$ cat config.mk
export PLATFORM = sky130hd
export DESIGN_NAME = rrss_div
export DESIGN_NICKNAME = d
export VERILOG_FILES = /design/src/sv/rrss_pkg.sv /design/src/sv/rrss_div.sv
export SDC_FILE = /design/constraint.sdc
export NUM_CORES = 1
export LEC_CHECK = 0
export ABC_AREA = 1
export BUFFER_PORTS_ARGS = -buffer_cell sky130_fd_sc_hd__buf_2
export CELL_PAD_IN_SITES_DETAIL_PLACEMENT = 0
export CELL_PAD_IN_SITES_GLOBAL_PLACEMENT = 1
export CORE_AREA = 4 4 108 110
export CTS_BUF_LIST = sky130_fd_sc_hd__clkbuf_16
export DETAILED_ROUTE_END_ITERATION = 12
export DIE_AREA = 0 0 112 114
export GPL_TIMING_DRIVEN = 0
export MAX_ROUTING_LAYER = met4
export PLACE_DENSITY = 0.81
export SYNTH_ARGS = -nofsm -noshare
export SYNTH_HDL_FRONTEND = slang
export SYNTH_SLANG_ARGS = --single-unit
$ cat constraint.sdc
create_clock -name i_clk -period 2.7 [get_ports i_clk]
set_input_delay 0 -clock i_clk [delete_from_list [all_inputs] [get_ports i_clk]]
set_output_delay 0 -clock i_clk [all_outputs]
set_load 0.01 [all_outputs]
$ cat src/sv/rrss_pkg.sv
`default_nettype none
package rrss_pkg;

    localparam int DEPTH_DEF = 1024;

    localparam int PERIOD_W = 16;
    localparam int SLOTS_W  = 11;
    localparam int WORD_W   = 32;
    localparam int TIME_W   = 32;
    localparam int SLOT_W   = 10;
    localparam int STATUS_W = 2;
    localparam int APB_AW   = 4;
    localparam int APB_DW   = 32;

    localparam logic [PERIOD_W-1:0] PERIOD_RST = 16'd1;
    localparam logic [SLOTS_W-1:0]  SLOTS_RST  = 11'd1024;
    localparam logic [WORD_W-1:0]   EMPTY_RST  = 32'd0;

    localparam logic [1:0] REG_PERIOD = 2'd0;
    localparam logic [1:0] REG_SLOTS  = 2'd1;
    localparam logic [1:0] REG_EMPTY  = 2'd2;

    localparam logic CMD_STORE = 1'b0;
    localparam logic CMD_READ  = 1'b1;

    localparam logic [STATUS_W-1:0] ST_STORED  = 2'd0;
    localparam logic [STATUS_W-1:0] ST_STALE   = 2'd1;
    localparam logic [STATUS_W-1:0] ST_FLUSHED = 2'd2;
    localparam logic [STATUS_W-1:0] ST_READ    = 2'd3;

    typedef struct packed {
        logic              cmd;
        logic [TIME_W-1:0] time_s;
        logic [WORD_W-1:0] sample_word;
    } t_item;

    typedef struct packed {
        logic                start;
        logic [TIME_W-1:0]   dividend;
        logic [PERIOD_W-1:0] divisor;
    } t_div_req;

    typedef struct packed {
        logic                done;
        logic [TIME_W-1:0]   quo;
        logic [PERIOD_W-1:0] rem;
    } t_div_rsp;

    typedef enum logic [3:0] {
        S_CLEAR,
        S_IDLE,
        S_DIV,
        S_PAD,
        S_WRITE,
        S_OLD,
        S_OLD2,
        S_RMUL,
        S_RCLAMP,
        S_OUT
    } t_state;

endpackage
`default_nettype wire

$ cat src/sv/rrss_div.sv
`default_nettype none
module rrss_div (
    input  wire                 i_clk,
    input  wire                 i_rst_n,
    input  rrss_pkg::t_div_req  i_req,
    output rrss_pkg::t_div_rsp  o_rsp
);

    logic [rrss_pkg::TIME_W-1:0]   r_quo;
    logic [rrss_pkg::PERIOD_W-1:0] r_rem;
    logic [rrss_pkg::PERIOD_W-1:0] r_dvs;
    logic [5:0]                    r_cnt;
    logic                          r_done;
    logic [rrss_pkg::PERIOD_W:0]   trial;
    logic                          ge;

    assign trial = {r_rem, r_quo[rrss_pkg::TIME_W-1]};
    assign ge    = (trial >= {1'b0, r_dvs});

    assign o_rsp = '{done: r_done, quo: r_quo, rem: r_rem};

    always_ff @(posedge i_clk) begin
        if (i_req.start) begin
            r_quo <= i_req.dividend;
            r_rem <= '0;
            r_dvs <= i_req.divisor;
        end else if (r_cnt != 6'd0) begin
            r_quo <= {r_quo[rrss_pkg::TIME_W-2:0], ge};
            r_rem <= ge ? rrss_pkg::PERIOD_W'(trial - {1'b0, r_dvs})
                        : trial[rrss_pkg::PERIOD_W-1:0];
        end
    end

    always_ff @(posedge i_clk) begin
        if (!i_rst_n) begin
            r_cnt  <= 6'd0;
            r_done <= 1'b0;
        end else begin
            r_done <= (r_cnt == 6'd1);
            if (i_req.start) begin
                r_cnt <= 6'(rrss_pkg::TIME_W);
            end else if (r_cnt != 6'd0) begin
                r_cnt <= r_cnt - 6'd1;
            end
        end
    end

endmodule
`default_nettype wire

==> qor.yml <==
critical_path:
  r2r-end: "r_rem[14]"
  crit_start: "r_quo[31]"
  path_max_fanout: 4
  rr_startpoint: "r_quo[31]"
  endpoint: "r_rem[14]"
  critical_path_class: "reg2reg"
  cp-start-kind: "flip-flop"
  worst_ep_arrival_time_ns: 2.35
  reg2reg_depth: 13
  cp.required_ns: 2.92
  r2r_setup_slack_ns: 0.57
  cp-end-kind: "flip-flop"
detailed_routing:
  ant_nets: 0
  via_per_inst: 4.59
  first_pass_iters: 5
  vias: 3776
  routed_wl_um: 10900
  wire_per_inst_um: 13.2
  drc: 0
  drt_iter0_markers: 137
synthesis:
  ys.warnings.count: 0
  synthCells: 519
  synth-compound-area-share_pct: 3.84
  synth_mux_area_share_pct: 0
  synthTopCellsByArea: "edfxtp_1, nand2_1, dfxtp_1"
  synthSimpleGateAreaFrac_pct: 32.9
  synth.ff_latch_count: 71
  synth_edf_count: 48
  yosys.area.top_type_share_pct: 35.1
  synth_top_area_cell: "edfxtp_1"
  synth-xor-area-share_pct: 1.71
  ys_types: 38
  synth_fp_nets: 589
  synth_top_family_by_area: "simple AND/OR/NAND/NOR gates"
  synth.avg_cell_area_um2: 7.90
  synth_seq_area_share_pct: 46.4
  yosys.area_share.adder_pct: 5.98
  synthArstFlopShare_pct: 0
  synth_top_flop_cell: "edfxtp_1"
  synth_area_um2: 4100
timing:
  min_period_ns: 2.13
  timing.final.crit_share_pct: 79.0
  tightest_slew_ns: 0.803
  setup_viol: 0
  rsz0062_at_grt: "no"
  slew_headroom_pct: 46.4
  whs_ns: 0.0707
  fin_skew_ns: 0.00825
  fin_tns_setup_ns: 0
  fmax_ghz: 0.469
  finalHoldViolations: 0
  drv_slew: 0
placed_design:
  io_buffer_count: 99
  gp_congestion: 0.846
  dp_hpwl_um: 8060
cells_and_area:
  final_cell_mix: "nand2_1, buf_2, inv_1, dlygate4sd3_1, edfxtp_1"
  multi_input_area_um2: 1820
  insertedDiodeCount: 0
  finalNetCount: 747
  drive_gt1_share_pct: 21.6
  final_common_cell: "nand2_1"
  syn_to_final_growth_pct: 35.7
  ff_latch_area_um2: 1900
  n_fill_cell: 991
global_routing:
  antenna_found_initial: 0
  global_route.overflow_total: 0
  grt.total_usage_pct: 18.3
  grt_pass1_vias: 3854
  grt_pass1_wl_um: 18200
  grt_max_degree: 40
clock_tree:
  cts_tree: "built"
  htreeDepth: 3
  cts_resized: 0
  clkSlewWorstSetupHoldPaths_ns: 0.06
  cts_buffers: 9
  cts_buffer_depth: 2
  clkSinkCount: 71
  cts_root_buf: "clkbuf_16"
  clock_latency_ns: 0.33
die:
  std_cell_rows: 38
  die_h_um: 114
  dieArea_um2: 12800
  io_pins: 100
  start_util_pct: 38.4
  fp.dieW_um: 112
  core-area_um2: 10700
job:
  cap_violations: 0
power:
  p_leak_nw: 2.90
  ir_drop_mv: 0.418
  power_density_nw_per_um2: 966
worst_hold_path:
  hold_depth: 3
  min_path_type: "in2reg"
outcome:
  status: "completed"
[metrics by stage]
stage          instance area, um2  cells  setup slack (ns)  power [mW]  utilization (%)
2_1_floorplan                4100    519             0.622        3.37                -
3_3_place_gp                 4770    758             0.133        4.09             44.6
3_5_place_dp                 4770    758             0.548        4.10             44.6
5_1_grt                      5570    822             0.438        5.81             52.0
4_1_cts                      5570    822             0.530        5.43             52.0
6_report                     5570    822             0.568        5.38             52.0
[how the worst min path moves through the flow]
stage,from,endpoint
after detailed placement,i_req[7],r_dvs[7]
after global routing,i_req[16],r_quo[0]
final,i_req[16],r_quo[0]
after floorplan,i_req[0],r_dvs[0]
after CTS,i_req[16],r_quo[0]
after global placement,i_req[15],r_dvs[15]
[per-layer routing]
layer,up-vias,routed length (um),track usage (%)
met5,-,0,-
met2,90,5420,31.2
met1,1719,4820,21.6
met4,0,71,5.45
met3,4,550,4.35
li1,1963,-,-
[power breakdown]
part           switching [mW]  leakage [nW]  internal (mW)  total [mW]
Sequential              0.203         0.683           1.47        1.68
Clock                   0.445         0.154          0.802        1.25
Combinational            1.50          2.06          0.958        2.46
[cells in the mapped netlist, types with 2 or more instances]
cell / instances
dfxtp_1: 23
xor2_1: 2
buf_6: 3
edfxtp_1: 48
ha_1: 18
nor2_2: 5
inv_2: 3
nand2_2: 7
nand3_2: 4
nand2_1: 213
a21oi_1: 14
o21ai_0: 8
nor2_1: 17
clkbuf_1: 6
inv_1: 71
nand4_1: 4
nor2_8: 2
nand3b_1: 6
nor3_1: 3
xnor2_1: 6
nand3_1: 39
[flip-flops by register name, summed over array words and instances, names as in the netlist]
| name | count |
|---|---|
| r_quo | 32 |
| r_done | 1 |
| r_rem | 16 |
| r_dvs | 16 |
| r_cnt | 6 |
[kinds of logic after synthesis]
| logic type | Yosys count |
|---|---|
| DFF | 71 |
| xor gates and xnor gates | 8 |
| and+or+nand+nor | 305 |
| buffers and inverters | 88 |
| AOI/OAI and AO/OA | 28 |
| adders and majority gates | 19 |
[layout make-up]
cell class	instances	area share (%)
repair buffers	147	17.5
clock inverters	7	1.60
flip-flops and latches	71	34.2
well taps	140	3.15
inverters	75	5.06
plain buffers	13	1.75
clock buffers	9	4.04
multi-input cells	360	32.7
[timing repair]
action | CTS | global route
setup buffers | 0 | 0
endpoints found under the setup margin | 0 | 0
hold endpoints to repair | 50 | 0
hold buffers | 48 | 0
[critical path, stage by stage (launching register included)]
cell	delay (ns)
edfxtp_1	0.37
inv_1	0.10
ha_1	0.24
fa_1	0.41
inv_1	0.11
nand3_1	0.07
nand3_1	0.16
nand2_1	0.07
nand2_1	0.10
nand2_1	0.08
nand3_1	0.10
nand3_2	0.07
nand2_1	0.08
nand2_1	0.05
No activity file was read; power rests on OpenSTA's default activity.
