[config.mk]
export PLATFORM = sky130hd
export DESIGN_NAME = rrss_front_flat
export DESIGN_NICKNAME = d
export VERILOG_FILES = /design/src/sv/rrss_pkg.sv /design/src/sv/rrss_ifs.sv /design/src/sv/rrss_front.sv /design/src/flat_wrapper.sv
export SDC_FILE = /design/constraint.sdc
export NUM_CORES = 1
export LEC_CHECK = 0
export BUFFER_PORTS_ARGS = -buffer_cell sky130_fd_sc_hd__buf_2
export CORE_MARGIN = 2
export CORE_UTILIZATION = 51
export CTS_BUF_LIST = sky130_fd_sc_hd__clkbuf_4 sky130_fd_sc_hd__clkbuf_8 sky130_fd_sc_hd__clkbuf_16
export DETAILED_ROUTE_END_ITERATION = 8
export PLACE_DENSITY = 0.78
export SLEW_MARGIN = 20
export SYNTH_ARGS = -nofsm -noshare
export SYNTH_HDL_FRONTEND = slang
export SYNTH_SLANG_ARGS = --single-unit
[constraint.sdc]
create_clock -name i_clk -period 5.5 [get_ports i_clk]
set_clock_uncertainty 0.2 [all_clocks]
set_input_delay 1.1 -clock i_clk [delete_from_list [all_inputs] [get_ports i_clk]]
set_output_delay 1.1 -clock i_clk [all_outputs]
set_load 0.02 [all_outputs]
[src/sv/rrss_pkg.sv]
`default_nettype none
package rrss_pkg;

    localparam int DEPTH_DEF = 1024;

    localparam int PERIOD_W = 16;
    localparam int SLOTS_W  = 11;
    localparam int WORD_W   = 32;
    localparam int TIME_W   = 32;
    localparam int SLOT_W   = 10;
    localparam int STATUS_W = 2;
    localparam int APB_AW   = 4;
    localparam int APB_DW   = 32;

    localparam logic [PERIOD_W-1:0] PERIOD_RST = 16'd1;
    localparam logic [SLOTS_W-1:0]  SLOTS_RST  = 11'd1024;
    localparam logic [WORD_W-1:0]   EMPTY_RST  = 32'd0;

    localparam logic [1:0] REG_PERIOD = 2'd0;
    localparam logic [1:0] REG_SLOTS  = 2'd1;
    localparam logic [1:0] REG_EMPTY  = 2'd2;

    localparam logic CMD_STORE = 1'b0;
    localparam logic CMD_READ  = 1'b1;

    localparam logic [STATUS_W-1:0] ST_STORED  = 2'd0;
    localparam logic [STATUS_W-1:0] ST_STALE   = 2'd1;
    localparam logic [STATUS_W-1:0] ST_FLUSHED = 2'd2;
    localparam logic [STATUS_W-1:0] ST_READ    = 2'd3;

    typedef struct packed {
        logic              cmd;
        logic [TIME_W-1:0] time_s;
        logic [WORD_W-1:0] sample_word;
    } t_item;

    typedef struct packed {
        logic                start;
        logic [TIME_W-1:0]   dividend;
        logic [PERIOD_W-1:0] divisor;
    } t_div_req;

    typedef struct packed {
        logic                done;
        logic [TIME_W-1:0]   quo;
        logic [PERIOD_W-1:0] rem;
    } t_div_rsp;

    typedef enum logic [3:0] {
        S_CLEAR,
        S_IDLE,
        S_DIV,
        S_PAD,
        S_WRITE,
        S_OLD,
        S_OLD2,
        S_RMUL,
        S_RCLAMP,
        S_OUT
    } t_state;

endpackage
`default_nettype wire

[src/sv/rrss_ifs.sv]
`default_nettype none
interface rrss_item_if;
    logic        valid;
    logic        ready;
    logic        cmd;
    logic [31:0] time_s;
    logic [31:0] sample_word;
    modport source(output valid, cmd, time_s, sample_word, input ready);
    modport sink(input valid, cmd, time_s, sample_word, output ready);
endinterface

`default_nettype wire

[src/sv/rrss_front.sv]
`default_nettype none
module rrss_front (
    input  wire                 i_clk,
    input  wire                 i_rst_n,
    rrss_item_if.sink           i_item,
    input  wire                 i_clearing,
    input  wire                 i_q_pop,
    output rrss_pkg::t_item     o_q_item,
    output logic                o_q_valid
);

    rrss_pkg::t_item r_q [2];
    logic            r_wp;
    logic            r_rp;
    logic [1:0]      r_cnt;
    logic            push;

    assign i_item.ready = (r_cnt != 2'd2) && !i_clearing;
    assign push         = i_item.valid && i_item.ready;
    assign o_q_valid    = (r_cnt != 2'd0);
    assign o_q_item     = r_q[r_rp];

    always_ff @(posedge i_clk) begin
        if (push) begin
            r_q[r_wp] <= '{cmd: i_item.cmd, time_s: i_item.time_s,
                           sample_word: i_item.sample_word};
        end
    end

    always_ff @(posedge i_clk) begin
        if (!i_rst_n) begin
            r_wp  <= 1'b0;
            r_rp  <= 1'b0;
            r_cnt <= 2'd0;
        end else begin
            if (push) begin
                r_wp <= ~r_wp;
            end
            if (i_q_pop) begin
                r_rp <= ~r_rp;
            end
            case ({push, i_q_pop})
                2'b10:   r_cnt <= r_cnt + 2'd1;
                2'b01:   r_cnt <= r_cnt - 2'd1;
                default: r_cnt <= r_cnt;
            endcase
        end
    end

endmodule
`default_nettype wire

[src/flat_wrapper.sv]
// flat-port wrapper written by rule: the top's interface ports become plain ports
module rrss_front_flat 
  (i_clk, i_rst_n, i_clearing, i_q_pop, o_q_item, o_q_valid, i_item_valid, i_item_cmd, i_item_time_s, i_item_sample_word, i_item_ready);
  rrss_item_if i_item_i ();
  input  wire i_clk;
  input  wire i_rst_n;
  input  wire i_clearing;
  input  wire i_q_pop;
  output rrss_pkg::t_item o_q_item;
  output logic o_q_valid;
  input wire logic [$bits(i_item_i.valid)-1:0] i_item_valid;
  input wire logic [$bits(i_item_i.cmd)-1:0] i_item_cmd;
  input wire logic [$bits(i_item_i.time_s)-1:0] i_item_time_s;
  input wire logic [$bits(i_item_i.sample_word)-1:0] i_item_sample_word;
  output wire logic [$bits(i_item_i.ready)-1:0] i_item_ready;
  assign i_item_i.valid = i_item_valid;
  assign i_item_i.cmd = i_item_cmd;
  assign i_item_i.time_s = i_item_time_s;
  assign i_item_i.sample_word = i_item_sample_word;
  assign i_item_ready = i_item_i.ready;
  rrss_front u_core (.i_clk(i_clk), .i_rst_n(i_rst_n), .i_item(i_item_i), .i_clearing(i_clearing), .i_q_pop(i_q_pop), .o_q_item(o_q_item), .o_q_valid(o_q_valid));
endmodule
==> summary.md <==
| Metric | Value |
|---|---|
| Status | `finished clean` |
| Area delta synth->final | `28.4%` |
| Post-place setup slack | `2070 ps` |
| Final layout net count | `449` |
| WP data arrival | `2490 ps` |
| Netlist cell types | `19` |
| WP data required | `4200 ps` |
| Core box area | `0.00928 mm2` |
| Critical path type | `reg -> out` |
| Most frequent cells in the layout | `136 x buf_2, 130 x edfxtp_1, 65 x mux2_2, 16 x clkbuf_16` |
| First-pass GRT wire length | `12200 um` |
| Footprint of the multi-input gates | `861 um2` |
| Met3 Use GR | `0.0561` |
| Element type at the critical path start | `flip-flop` |
| Die ar. | `0.0104 mm2` |
| Slew @ Worst Pin | `1020 ps` |
| Grt ovf | `0` |
| Int Power | `1.95 mW` |
| Worst Path Buf+Inv | `2` |
| # IOs | `137` |
| Synth top area cells | `edfxtp_1 79%, mux2_2 15%, dfxtp_1 2.0%` |
| Hold WS | `312 ps` |
| Total CTS buffers | `17` |
| Syn Area/Cell | `21.7 um2` |
| Crit end category | `primary output` |
| Worst Reg-to-Reg Cells | `4` |
| Non-Filler Instances | `520` |
| Crit-path leading delay family | `flip-flops` |
| Post-route clock period utilization | `0.688` |
| Iteration-0 DRC Markers | `100` |
| Slowest stage cell, crit path | `dfxtp_2` |
| Vias in the first global route | `2461` |
| Die width | `102 um` |
| GRT busiest layer | `met2` |
| Routed vias | `2574` |
| Placement Cell Area | `0.00573 mm2` |
| Net Count, Synth | `298` |
| Final Util | `0.680` |
| Max Clk Rate | `264 MHz` |
| Sw Share | `0.231` |
| Via-to-Cell Ratio | `4.95` |
| Antenna cells | `0` |
| Dpl hpwl | `5340 um` |
| Netlist Area Pre-Place | `0.00491 mm2` |
| Synth Instances | `227` |
| Reg area | `0.00401 mm2` |
| Switch Pwr | `0.584 mW` |
| Pleak | `2.36 nW` |
| CP Cell Sequence | `buf_4 -> mux2_2 -> buf_2` |
| # rows | `35` |
| WL final | `8530 um` |
| Worst path depth | `3` |
| WL per Instance | `16.4 um` |
| Port Buffers | `136` |
| RSZ-0062 raised after global routing | `no` |
| CTS sink count | `135` |
| Final ANT Viol Nets | `0` |
| Drt drc | `0` |
| Routing usage on met2 | `0.261` |
| TNS Setup | `0 ps` |
| Post-CTS Setup Inserts | `0` |
| Sequential share of power | `0.476` |
| Post-synth top area share | `0.794` |
| Pwr/cell area | `401 mW/mm2` |
| Initial antenna violation count | `0` |
| Max incr delay on CP | `990 ps` |
| YS warnings | `0` |
| Clock share of power | `0.424` |
| Slew Viols, Final | `0` |
| Drt first pass iters | `4` |
| Register area share after synthesis | `0.815` |
| Gr usage total | `0.164` |
| Clk buf depth | `2` |
| Maxcap violations | `0` |
| Setup-failing EPs final | `0` |
| Fill count | `651` |
| # hold bufs at CTS | `0` |
| Clock-pin slew on the worst setup and hold paths | `60 ps` |
| GP Congestion | `0.715` |
| H-tree lvl count | `4` |
| Die Y | `102 um` |
| Pwr Total | `2.53 mW` |
| Worst skew pair latency | `500 ps` |
| Peak supply drop | `0.000263 V` |
| Largest net degree at the start of global routing | `44` |
| Largest area contributor in the netlist | `edfxtp_1` |
| Synth Register Bits | `135` |
| Share of cells above drive strength 1 | `0.614` |
| Initial Utilization | `0.529` |
| Worst slew margin | `0.318` |
| Slack of the worst reg-to-reg path | `2900 ps` |
| Gate power share | `0.100` |
| Final Hold Viols | `0` |
| Most common cell after layout, fill and taps aside | `buf_2` |
| Final instance area | `0.00631 mm2` |
| Final min period | `3790 ps` |
| Post-CTS Resized | `0` |
| Hold path cells | `2` |
| Dpl cells | `488` |
| Final setup margin | `1710 ps` |
| Routing usage on met1 | `0.204` |
| Critical-path maximum fanout | `43` |
| CTS root buf | `clkbuf_8` |
| CTS tree | `yes` |
| Worst min path class | `reg -> reg` |
## layout make-up
class / instances / share of cell area
sequential: 135 / 0.635
multi-input combinational: 84 / 0.136
timing repair buffer: 139 / 0.111
clock buffer: 19 / 0.0680
tap: 129 / 0.0256
clock inverter: 13 / 0.0234
inverter: 1 / 0.000595
## synthesized netlist by cell type
master,number
a21boi_1,2
edfxtp_1,130
nand2b_1,1
o21ai_0,2
mux2_2,65
or2_2,1
nor2b_1,1
nor2_1,1
buf_2,2
inv_1,1
buf_4,5
and2_1,3
nand2_1,1
xnor2_1,2
and3_1,1
xor2_1,1
dfxtp_1,5
or3_1,2
ha_1,1
## tightest hold or removal path, delay by kind of cell, from the launching register on
family,cells,cell delay (ps)
compound gates,2,140
flops,1,330
## sequential cells by signal, summed over array words and instances (netlist names), named ones only
| name | count |
|---|---|
| u_core.r_wp | 1 |
| u_core.r_cnt | 2 |
| u_core.r_q | 130 |
| u_core.r_rp | 1 |
## layer usage
metal,share of wire,up-vias,wire length (um)
li1,-,1196,-
met1,0.42,1261,3590
met2,0.50,111,4240
met3,0.073,6,621
met4,0.0091,0,78
met5,0,-,0
## power by group through the flow
| stage | clock network, mW | logic, mW | registers [mW] |
|---|---|---|---|
| floorplan | 0 | 0.175 | 1.21 |
| global placement | 0 | 0.251 | 1.22 |
| detailed placement | 0 | 0.254 | 1.23 |
| CTS | 1.09 | 0.256 | 1.21 |
| global route | 1.14 | 0.271 | 1.21 |
| finish | 1.07 | 0.253 | 1.21 |
## worst paths after layout
kind	from	endpoint
max	flip-flop	o_q_item[21]
min	u_core.r_cnt[1]	u_core.r_cnt[1]
max reg2reg	u_core.r_cnt[0]	u_core.r_q[1][57]
min reg2reg	u_core.r_cnt[1]	u_core.r_cnt[1]
## cell families after synthesis
| group | after synthesis | share of synthesized area |
|---|---|---|
| DFF | 135 | 0.815 |
| muxes | 65 | 0.149 |
| and+or+nand+nor | 11 | 0.0130 |
| buffers and inverters | 8 | 0.0104 |
| AOI/OAI and AO/OA | 4 | 0.00509 |
| xor gates and xnor gates | 3 | 0.00535 |
| adders and majority gates | 1 | 0.00255 |
(Power assumes the default switching activity.)
